File: src/design/bdss_pkg.sv
// Shared types and constants for the brake/direction/speed sequencer.
// No dependencies; imported by bdss_step and the top level.
`default_nettype none

package bdss_pkg;

  typedef enum logic [2:0] {
    MODE_IDLE   = 3'd0,
    MODE_ACCEL  = 3'd1,
    MODE_DECEL  = 3'd2,
    MODE_TO_POS = 3'd3,
    MODE_TO_NEG = 3'd4
  } mode_t;

  // Control levels that travel together between the step logic and the top level.
  typedef struct packed {
    mode_t mode;
    logic  brake;
    logic  dir;
  } ctl_t;

  localparam logic [7:0] DEADBAND_RESET = 8'd20;
  localparam int unsigned MODE_BITS = 3;

endpackage

`default_nettype wire

File: src/design/bdss_step.sv
// Next-state logic for one speed sample of the sequencer.
// Pure combinational; depends on bdss_pkg.
`default_nettype none

module bdss_step
  import bdss_pkg::*;
#(
  parameter int SPEED_BITS = 13
) (
  input  wire ctl_t                   ctl_cur,
  input  wire logic signed [SPEED_BITS-1:0] held_cur,
  input  wire logic [SPEED_BITS-1:0]  pwm_cur,
  input  wire logic [7:0]             deadband,
  input  wire logic signed [SPEED_BITS-1:0] real_spd,
  input  wire logic                   cmd_valid,
  input  wire logic signed [SPEED_BITS-1:0] cmd_spd,
  output ctl_t                        ctl_nxt,
  output logic signed [SPEED_BITS-1:0] held_nxt,
  output logic [SPEED_BITS-1:0]       pwm_nxt
);

  logic signed [SPEED_BITS:0] diff;
  logic [SPEED_BITS:0]        diff_mag;
  logic [SPEED_BITS:0]        real_mag;
  logic [SPEED_BITS:0]        db_ext;
  logic signed [SPEED_BITS-1:0] tgt;
  logic [SPEED_BITS-1:0]      tgt_mag;
  logic                       settled;
  logic                       near_zero;
  logic                       same_sign_held;
  logic                       same_sign_cmd;
  logic                       idle_like;

  assign db_ext = {{(SPEED_BITS-7){1'b0}}, deadband};

  assign diff = {real_spd[SPEED_BITS-1], real_spd} - {held_cur[SPEED_BITS-1], held_cur};
  assign diff_mag = diff[SPEED_BITS] ? (~diff + 1'b1) : diff;
  assign real_mag = real_spd[SPEED_BITS-1] ?
                    (~{1'b1, real_spd} + 1'b1) : {1'b0, real_spd};

  assign settled   = (diff_mag <= db_ext);
  assign near_zero = (real_mag < db_ext);

  // Target speed is the new command in idle, otherwise the held one.
  assign idle_like = (ctl_cur.mode != MODE_ACCEL) && (ctl_cur.mode != MODE_DECEL) &&
                     (ctl_cur.mode != MODE_TO_POS) && (ctl_cur.mode != MODE_TO_NEG);
  assign tgt     = idle_like ? cmd_spd : held_cur;
  assign tgt_mag = tgt[SPEED_BITS-1] ? (~tgt + 1'b1) : tgt;

  assign same_sign_held = (held_cur[SPEED_BITS-1] == real_spd[SPEED_BITS-1]);
  assign same_sign_cmd  = (cmd_spd[SPEED_BITS-1] == real_spd[SPEED_BITS-1]);

  always_comb begin
    ctl_nxt  = ctl_cur;
    held_nxt = held_cur;
    pwm_nxt  = pwm_cur;
    unique case (ctl_cur.mode)
      MODE_ACCEL: begin
        if (settled) begin
          ctl_nxt.mode = MODE_IDLE;
        end
      end
      MODE_DECEL: begin
        if (same_sign_held) begin
          if (settled) begin
            ctl_nxt.brake = 1'b0;
            pwm_nxt       = tgt_mag;
            ctl_nxt.mode  = MODE_IDLE;
          end
        end else if (near_zero) begin
          ctl_nxt.mode = ctl_cur.dir ? MODE_TO_POS : MODE_TO_NEG;
        end
      end
      MODE_TO_POS, MODE_TO_NEG: begin
        ctl_nxt.dir   = (ctl_cur.mode == MODE_TO_NEG);
        ctl_nxt.brake = 1'b0;
        pwm_nxt       = tgt_mag;
        ctl_nxt.mode  = MODE_ACCEL;
      end
      default: begin
        ctl_nxt.mode = MODE_IDLE;
        if (cmd_valid) begin
          held_nxt = cmd_spd;
          if (cmd_spd > real_spd) begin
            if (same_sign_cmd && !ctl_cur.dir) begin
              pwm_nxt      = tgt_mag;
              ctl_nxt.mode = MODE_ACCEL;
            end else begin
              pwm_nxt       = '0;
              ctl_nxt.brake = 1'b1;
              ctl_nxt.mode  = MODE_DECEL;
            end
          end else if (cmd_spd < real_spd) begin
            if (same_sign_cmd && ctl_cur.dir) begin
              pwm_nxt      = tgt_mag;
              ctl_nxt.mode = MODE_ACCEL;
            end else begin
              pwm_nxt       = '0;
              ctl_nxt.brake = 1'b1;
              ctl_nxt.mode  = MODE_DECEL;
            end
          end
        end
      end
    endcase
  end

endmodule

`default_nettype wire

File: src/design/brake_direction_speed_sequencer.sv
// Top level of the brake/direction/speed sequencer: input register, state registers, ports.
// Depends on bdss_pkg and bdss_step.
`default_nettype none

// Each input transaction carries one measured speed sample (signed rpm) and, flagged by
// in_tuser, an optional new speed command. The sequencer walks through idle, accelerate,
// brake-decelerate and two one-step direction reversals, and after every sample emits
// one output transaction with the PWM magnitude, brake level, direction level and mode
// as they stand after that sample. A command is taken only in idle; zero counts as
// positive. Throughput is one transaction per clock unless the result stream stalls.
// The input register loads at the accepting edge; the state registers, which also serve
// as the output register, load when that sample fires, which a result stall can delay.
// The loop that bounds the rate is the state update through bdss_step. cfg_wr_en
// writes the deadband (reset 20 rpm); write it only while no transaction is in flight.
module brake_direction_speed_sequencer
  import bdss_pkg::*;
#(
  parameter int SPEED_BITS = 13
) (
  input  wire logic clk,
  input  wire logic rst_n,
  // Input stream
  input  wire logic in_tvalid,
  output logic      in_tready,
  // [SPEED_BITS-1:0] measured_speed, [2*SPEED_BITS-1:SPEED_BITS] command_speed, zero pad
  input  wire logic [((2*SPEED_BITS+7)/8)*8-1:0] in_tdata,
  // [0] command_valid
  input  wire logic in_tuser,
  // Result stream
  output logic      out_tvalid,
  input  wire logic out_tready,
  // [SPEED_BITS-1:0] pwm_magnitude, [+0] brake_on, [+1] reverse_dir, [+4:+2] mode, zero pad
  output logic [((SPEED_BITS+5+7)/8)*8-1:0] out_tdata,
  // Configuration
  input  wire logic       cfg_wr_en,
  input  wire logic [7:0] cfg_wr_data
);

  localparam int OUT_DW = ((SPEED_BITS+5+7)/8)*8;

  // Input register
  logic                         in_valid_r;
  logic signed [SPEED_BITS-1:0] real_r;
  logic signed [SPEED_BITS-1:0] cmd_r;
  logic                         cmd_valid_r;

  // Sequencer state; doubles as the result register
  ctl_t                         ctl_r, ctl_nxt;
  logic signed [SPEED_BITS-1:0] held_r, held_nxt;
  logic [SPEED_BITS-1:0]        pwm_r, pwm_nxt;
  logic                         out_valid_r;
  logic [7:0]                   deadband_r;

  logic advance;
  logic fire;

  // Advance when the result slot is empty or being drained this cycle.
  assign advance   = !out_valid_r || out_tready;
  assign fire      = in_valid_r && advance;
  assign in_tready = !in_valid_r || advance;

  always_ff @(posedge clk) begin
    if (!rst_n) begin
      in_valid_r <= 1'b0;
    end else if (in_tready) begin
      in_valid_r <= in_tvalid;
    end
  end

  // Payload: capture on every accepted transaction, no reset needed.
  always_ff @(posedge clk) begin
    if (in_tvalid && in_tready) begin
      real_r      <= in_tdata[SPEED_BITS-1:0];
      cmd_r       <= in_tdata[2*SPEED_BITS-1:SPEED_BITS];
      cmd_valid_r <= in_tuser;
    end
  end

  bdss_step #(
    .SPEED_BITS (SPEED_BITS)
  ) u_step (
    .ctl_cur   (ctl_r),
    .held_cur  (held_r),
    .pwm_cur   (pwm_r),
    .deadband  (deadband_r),
    .real_spd  (real_r),
    .cmd_valid (cmd_valid_r),
    .cmd_spd   (cmd_r),
    .ctl_nxt   (ctl_nxt),
    .held_nxt  (held_nxt),
    .pwm_nxt   (pwm_nxt)
  );

  // Update state and present the result in the same edge.
  always_ff @(posedge clk) begin
    if (!rst_n) begin
      ctl_r       <= '{mode: MODE_IDLE, brake: 1'b0, dir: 1'b0};
      held_r      <= '0;
      pwm_r       <= '0;
      out_valid_r <= 1'b0;
    end else if (fire) begin
      ctl_r       <= ctl_nxt;
      held_r      <= held_nxt;
      pwm_r       <= pwm_nxt;
      out_valid_r <= 1'b1;
    end else if (out_tready) begin
      out_valid_r <= 1'b0;
    end
  end

  always_ff @(posedge clk) begin
    if (!rst_n) begin
      deadband_r <= DEADBAND_RESET;
    end else if (cfg_wr_en) begin
      deadband_r <= cfg_wr_data;
    end
  end

  assign out_tvalid = out_valid_r;
  assign out_tdata  = {{(OUT_DW-SPEED_BITS-2-MODE_BITS){1'b0}},
                       ctl_r.mode, ctl_r.dir, ctl_r.brake, pwm_r};

  // The brake is only ever applied with the PWM magnitude at zero.
  a_brake_no_pwm: assert property (@(posedge clk) disable iff (!rst_n)
    ctl_r.brake |-> (pwm_r == '0))
    else $error("brake applied with nonzero pwm");

  // Decelerating always holds the brake.
  a_decel_brake: assert property (@(posedge clk) disable iff (!rst_n)
    (ctl_r.mode == MODE_DECEL) |-> ctl_r.brake)
    else $error("decel without brake");

  // A reversal step always hands over to accelerate on the next processed sample.
  a_reverse_one_step: assert property (@(posedge clk) disable iff (!rst_n)
    (fire && ((ctl_r.mode == MODE_TO_POS) || (ctl_r.mode == MODE_TO_NEG)))
      |=> (ctl_r.mode == MODE_ACCEL) && !ctl_r.brake)
    else $error("reversal did not advance to accelerate");

  // A pending result is never overwritten while stalled.
  a_no_overwrite: assert property (@(posedge clk) disable iff (!rst_n)
    (out_valid_r && !out_tready) |-> !fire)
    else $error("result overwritten under stall");

endmodule

`default_nettype wire

File: config.mk
export PLATFORM = sky130hd
export DESIGN_NAME = brake_direction_speed_sequencer
export DESIGN_NICKNAME = d
export VERILOG_FILES = /design/src/design/bdss_pkg.sv /design/src/design/bdss_step.sv /design/src/design/brake_direction_speed_sequencer.sv
export SDC_FILE = /design/constraint.sdc
export NUM_CORES = 1
export LEC_CHECK = 0
export BUFFER_PORTS_ARGS = -buffer_cell sky130_fd_sc_hd__buf_2
export CORE_MARGIN = 2
export CORE_UTILIZATION = 44
export DETAILED_ROUTE_END_ITERATION = 10
export PLACE_DENSITY_LB_ADDON = 0.08
export REMOVE_ABC_BUFFERS = 1
export SYNTH_ARGS = -nofsm -noshare
export SYNTH_HDL_FRONTEND = slang
export SYNTH_SLANG_ARGS = --single-unit
File: constraint.sdc
create_clock -name clk -period 10 [get_ports clk]
set_clock_uncertainty 0.2 [all_clocks]
set_input_delay 2 -clock clk [delete_from_list [all_inputs] [get_ports clk]]
set_output_delay 2 -clock clk [all_outputs]
set_load 0.005 [all_outputs]
==> results of run 1 <==
[kinds of logic (layout without fill, tap and decap cells)]
group | Yosys count | count (layout) | share of synthesized area, %
simple gates | 209 | 209 | 19.6
compound gates | 126 | 126 | 17.2
buf+inv | 74 | 123 | 6.74
flops | 68 | 68 | 31.7
fa+ha+maj | 45 | 45 | 11.1
mux | 39 | 39 | 7.69
xor+xnor | 32 | 32 | 5.82
other cells | 1 | 6 | 0.0730
[area by class of cell]
type | count | area (um^2) | area share, %
multi-input combinational | 457 | 3190 | 54.8
sequential | 68 | 1630 | 28.0
tap | 143 | 179 | 3.07
clock buffer | 10 | 229 | 3.93
clock inverter | 6 | 111 | 1.91
inverter | 46 | 173 | 2.97
timing repair buffer | 61 | 310 | 5.33
[metal layers]
layer	up-vias	track usage, %	wire length, um
met5	-	0	0
met4	0	5.12	63
met3	5	3.94	448
met2	76	34.0	6040
met1	2011	27.5	5800
li1	2200	-	-
[cell usage after synthesis, drive strengths merged, types with 9 or more instances]
cell type / number
a21oi: 41
buf: 15
clkbuf: 13
dfxtp: 41
edfxtp: 27
ha: 44
inv: 46
mux2i: 35
nand2: 84
nand2b: 11
nand3: 14
nand4: 10
nor2: 45
nor3: 12
o211ai: 9
o21ai: 20
xnor2: 25
[through the flow]
stage	instances	hold slack (ns)	setup slack [ns]	cell area (um^2)	utilization, %
finish	791	0.256	4.44	5820	51.0
global route	791	0.281	3.86	5820	51.0
CTS	791	0.263	4.38	5820	51.0
detailed placement	775	0.255	4.41	5480	48.0
global placement	775	0.243	4.44	5480	48.0
floorplan	571	0.249	5.22	4980	-
[power by group through the flow]
stage,logic [W],registers (W),clock network [W]
global placement,0.000212,0.000322,0
global route,0.000250,0.000318,0.000384
detailed placement,0.000218,0.000322,0
finish,0.000218,0.000316,0.000364
CTS,0.000220,0.000316,0.000374
floorplan,0.000166,0.000318,0
[worst min path at each step]
stage,startpoint,endpoint,depth (start not counted),slack (ns)
2_1_floorplan,held_r[10]$_SDFFE_PN0P_,held_r[10]$_SDFFE_PN0P_,2,0.25
3_3_place_gp,pwm_r[11]$_SDFFE_PN0P_,pwm_r[11]$_SDFFE_PN0P_,2,0.24
3_5_place_dp,pwm_r[12]$_SDFFE_PN0P_,pwm_r[12]$_SDFFE_PN0P_,2,0.25
4_1_cts,pwm_r[5]$_SDFFE_PN0P_,pwm_r[5]$_SDFFE_PN0P_,2,0.26
5_1_grt,pwm_r[9]$_SDFFE_PN0P_,pwm_r[9]$_SDFFE_PN0P_,2,0.28
6_report,pwm_r[0]$_SDFFE_PN0P_,pwm_r[0]$_SDFFE_PN0P_,2,0.26
[sequential cells by signal (all words and copies together), names as in the netlist]
signal / cells
cmd_r: 13
cmd_valid_r: 1
deadband_r: 8
held_r: 13
in_valid_r: 1
out_tdata: 5
out_tvalid: 1
pwm_r: 13
real_r: 13
[worst max-delay path, stage by stage, from the launching register on]
cell      delay (ns)
edfxtp_1        0.53
ha_1            0.44
inv_2           0.08
or4_1           0.55
or2_0           0.27
o21ai_0         0.45
mux2_2          0.41
ha_1            0.29
nor2b_1         0.13
o21ai_0         0.13
nand2b_1        0.07
a21oi_1         0.13
o21ai_0         0.11
a21oi_1         0.17
o31ai_1         0.10
or4_4           0.57
a21o_1          0.47
a31o_1          0.33
==> impl_metrics.yaml, run 1 <==
synth:
  syn_inst: 594
  yosysTopAreaCell: "dfxtp_1"
  synth_edf_count: 27
  synth_ff_type: "dfxtp_1"
  ys_warn_count: 0
  async_flop_share_pct: 0
  synth_area_um2: 5140
  netlist_top_cells_area: "dfxtp_1 16%, edfxtp_1 16%, ha_1 11%"
  avgSynthCellArea_um2: 8.65
  ys_seq_area_share_pct: 31.7
  ys_ff_latch: 68
  synth.distinct_cells: 78
  yosys.area.top_type_share_pct: 16.0
clock_network:
  clock_latency_ns: 0.34
  cts_resized: 0
  path_clk_slew_ns: 0.06
  post_cts_buffers: 0
  htreeDepth: 3
  cts-root-buf: "clkbuf_16"
  max-clock-path-buffers: 2
  cts_made_buffers: 9
  cts_sinks: 68
  cts_tree: "yes"
  ctsHoldBuffers: 0
timing:
  hold_viol_final: 0
  setup_violations: 0
  worst_pin_slew_ns: 1.05
  fin_crit_ns: 5.56
  slew_headroom_pct: 27.8
  fin_crit_sh_pct: 55.6
  fin_tns_setup_ns: 0
  timing.final.max_slew_violations: 0
  fmax_mhz: 180
  rsz0062_at_grt: "false"
critical_path:
  start_kind: "flip-flop"
  cp.required_ns: 10.02
  reg2reg_depth: 17
  timing.rr.start: "real_r[12]$_DFFE_PP_"
  cp_data_arrival_time_ns: 5.58
  crit_path_start: "real_r[12]$_DFFE_PP_"
  reg2reg_to: "out_tdata[13]$_SDFFE_PN0P_"
  crit_end: "out_tdata[13]$_SDFFE_PN0P_"
  end_kind: "flip-flop"
  worst-r2r-setup-slack_ns: 4.44
  critical_path_class: "reg -> reg"
  worstPathMaxFanout: 14
finish:
  layout-area-overhead-vs-synth_pct: 13.3
  diodes: 0
  final_common_cell: "nand2_1"
  drive_gt1_share_pct: 15.9
  fillers: 1128
  final_cell_mix: "83 x nand2_1, 59 x buf_2, 45 x nor2_1"
  fin_nets: 734
min_path:
  min_path_type: "reg -> reg"
power_and_ir_drop:
  power.share.clock_pct: 40.5
  ir_worst_vdd_mv: 0.142
  p_leak_nw: 2.54
  seq_power_share_pct: 35.2
  p_int_w: 0.000639
  p_per_area_nw_per_um2: 154
  p_comb_share_pct: 24.3
  swShare_pct: 28.9
  power_w: 0.000899
  p_sw_w: 0.000260
floorplanning:
  row_count: 39
  die_w_um: 112
  num_io_pins: 72
  die-height_um: 112
  core-area_um2: 11400
  initial_core_util_pct: 45.0
  die_area_um2: 12600
grt:
  track_usage_pct: 20.4
  grt_pass1_wl_um: 20600
  grt_max_degree: 28
  grt_overflow: 0
  grt_pass1_vias: 4154
  antenna_found_initial: 0
drt:
  drtIter0Drc: 332
  viasPerCell: 5.43
  dr.pass1.iters: 4
  vias: 4292
  postRouteAntennaNets: 0
  drc: 0
  routed_wire_length_per_instance_um: 15.6
  routed_wl_um: 12300
place:
  placement.io_buffers: 59
  finalWeightedCongestion: 0.825
  hpwl_um: 9710
job:
  maxCapViolCount: 0
run_status:
  status: "finished clean"
Power figures use the tool's default switching activity.
==> run 2: changes to the inputs <==
Clock period 10 ns to 4.9 ns, I/O delays scaled along.
==> impl_metrics.yaml, run 2 (synthesized netlist as in run 1, its figures left out) <==
run_status:
  status: "finished clean"
clock_network:
  max-clock-path-buffers: 2
  clock_latency_ns: 0.34
  ctsHoldBuffers: 0
  cts_sinks: 68
  cts_tree: "yes"
  path_clk_slew_ns: 0.06
  htreeDepth: 3
  cts_made_buffers: 9
  cts-root-buf: "clkbuf_16"
finish:
  multi_input_area_um2: 3210
  fin_nets: 765
  final_common_cell: "nand2_1"
  diodes: 0
  final_util_pct: 52.9
  seq_area_um2: 1630
  drive_gt1_share_pct: 20.5
  final_cell_mix: "83 x nand2_1, 59 x buf_2, 45 x nor2_1"
  fillers: 1092
  layout-area-overhead-vs-synth_pct: 17.6
  stdcell_area_um2: 6040
place:
  placement.io_buffers: 59
  finalWeightedCongestion: 0.856
  hpwl_um: 10100
  placed_area_um2: 5720
drt:
  drtIter0Drc: 211
  routed_wl_um: 12800
  routed_wire_length_per_instance_um: 15.6
  viasPerCell: 5.48
  vias: 4503
  dr.pass1.iters: 4
  postRouteAntennaNets: 0
  drc: 0
power_and_ir_drop:
  p_comb_share_pct: 27.6
  p_leak_nw: 2.67
  p_sw_w: 0.000548
  seq_power_share_pct: 36.2
  p_per_area_nw_per_um2: 293
  power.share.clock_pct: 36.1
  swShare_pct: 30.9
  p_int_w: 0.00122
  power_w: 0.00177
  ir_worst_vdd_mv: 0.195
floorplanning:
  num_io_pins: 72
  die_area_um2: 12600
  initial_core_util_pct: 45.0
  core-area_um2: 11400
  row_count: 39
  die_w_um: 112
  die-height_um: 112
min_path:
  whs_path_depth: 2
  min_path_type: "reg -> reg"
timing:
  worst_pin_slew_ns: 1.13
  slew_headroom_pct: 22.7
  finalHoldWorstSlack_ns: 0.257
  timing.final.max_slew_violations: 0
  setup_violations: 0
  fmax_mhz: 215
  fin_crit_sh_pct: 95.1
  fin_crit_ns: 4.66
  hold_viol_final: 0
critical_path:
  cp.required_ns: 4.91
  critical_path_class: "reg -> reg"
  cp_data_arrival_time_ns: 4.67
  crit_slowest_cell: "or4_4"
  reg2reg_depth: 19
  start_kind: "flip-flop"
  cp_slowest_stage_delay_ns: 0.46
  end_kind: "flip-flop"
  worstPathMaxFanout: 13
  path_cells: "ha_1 -> a21oi_1 -> nor2_1 -> or4_4 -> or2_4 -> o21ai_4 -> mux2_2 -> ha_1 -> nor2b_1 -> o21ai_1 -> nand2b_1 -> a21oi_1 -> o21ai_1 -> a21oi_2 -> o31ai_1 -> or4_4 -> a21o_1 -> buf_12 -> mux2i_2"
grt:
  grt_pass1_wl_um: 21200
  antenna_found_initial: 0
  grt_pass1_vias: 4344
  grt_max_degree: 28
  grt_overflow: 0
  track_usage_pct: 20.9
job:
  maxCapViolCount: 0
-- run 2: layer usage --
| layer | global-route usage (%) | vias up | part of all wire, % |
|---|---|---|---|
| met4 | 6.91 | 0 | 2.1 |
| li1 | - | 2261 | - |
| met2 | 34.1 | 83 | 47 |
| met5 | 0 | - | 0 |
| met3 | 3.35 | 20 | 2.9 |
| met1 | 28.4 | 2139 | 48 |
-- run 2: timing repair --
item,4_1_cts,5_1_grt
buffers inserted,0,1
gates resized for setup,2,8
endpoints found under the setup margin,14,16
pin swaps,0,4
-- run 2: cell type report --
type / instances / share of cell area, %
clock buffers: 9 / 3.73
clock inverters: 7 / 1.12
inverters: 46 / 2.86
multi-input cells: 457 / 53.2
flip-flops and latches: 68 / 27.0
well taps: 143 / 2.96
repair buffers: 92 / 9.19
-- run 2: worst max-delay path: cells and delay by family, from the launching register on --
| kind | cells | cell delay, ns |
|---|---|---|
| compound gates | 8 | 1.20 |
| fa+ha+maj | 2 | 0.60 |
| buf+inv | 1 | 0.17 |
| flops | 1 | 0.40 |
| mux | 2 | 0.51 |
| simple gates | 6 | 1.43 |
-- run 2: power groups by stage --
| stage | clock network (W) | registers, W | logic (W) |
|---|---|---|---|
| 6_report | 0.000640 | 0.000642 | 0.000489 |
| 5_1_grt | 0.000673 | 0.000645 | 0.000551 |
| 4_1_cts | 0.000653 | 0.000642 | 0.000483 |
| 3_5_place_dp | 0 | 0.000653 | 0.000478 |
| 3_3_place_gp | 0 | 0.000653 | 0.000464 |
| 2_1_floorplan | 0 | 0.000648 | 0.000339 |
-- run 2: final timing paths --
| kind | startpoint | end | slack (ns) |
|---|---|---|---|
| hold reg to reg | pwm_r[3]$_SDFFE_PN0P_ | pwm_r[3]$_SDFFE_PN0P_ | 0.26 |
| setup reg to reg | real_r[10]$_DFFE_PP_ | pwm_r[1]$_SDFFE_PN0P_ | 0.24 |
| hold / removal | pwm_r[3]$_SDFFE_PN0P_ | pwm_r[3]$_SDFFE_PN0P_ | 0.26 |
| setup / recovery | real_r[10]$_DFFE_PP_ | pwm_r[1]$_SDFFE_PN0P_ | 0.24 |
-- run 2: through the flow --
stage	cells	worst slack, ns	setup TNS [ns]
after global routing	822	-0.00110	-0.00110
final	822	0.241	0
after global placement	805	-0.0904	-1.03
after floorplan	571	0.122	0
after CTS	821	0.00247	0
after detailed placement	805	-0.138	-1.52
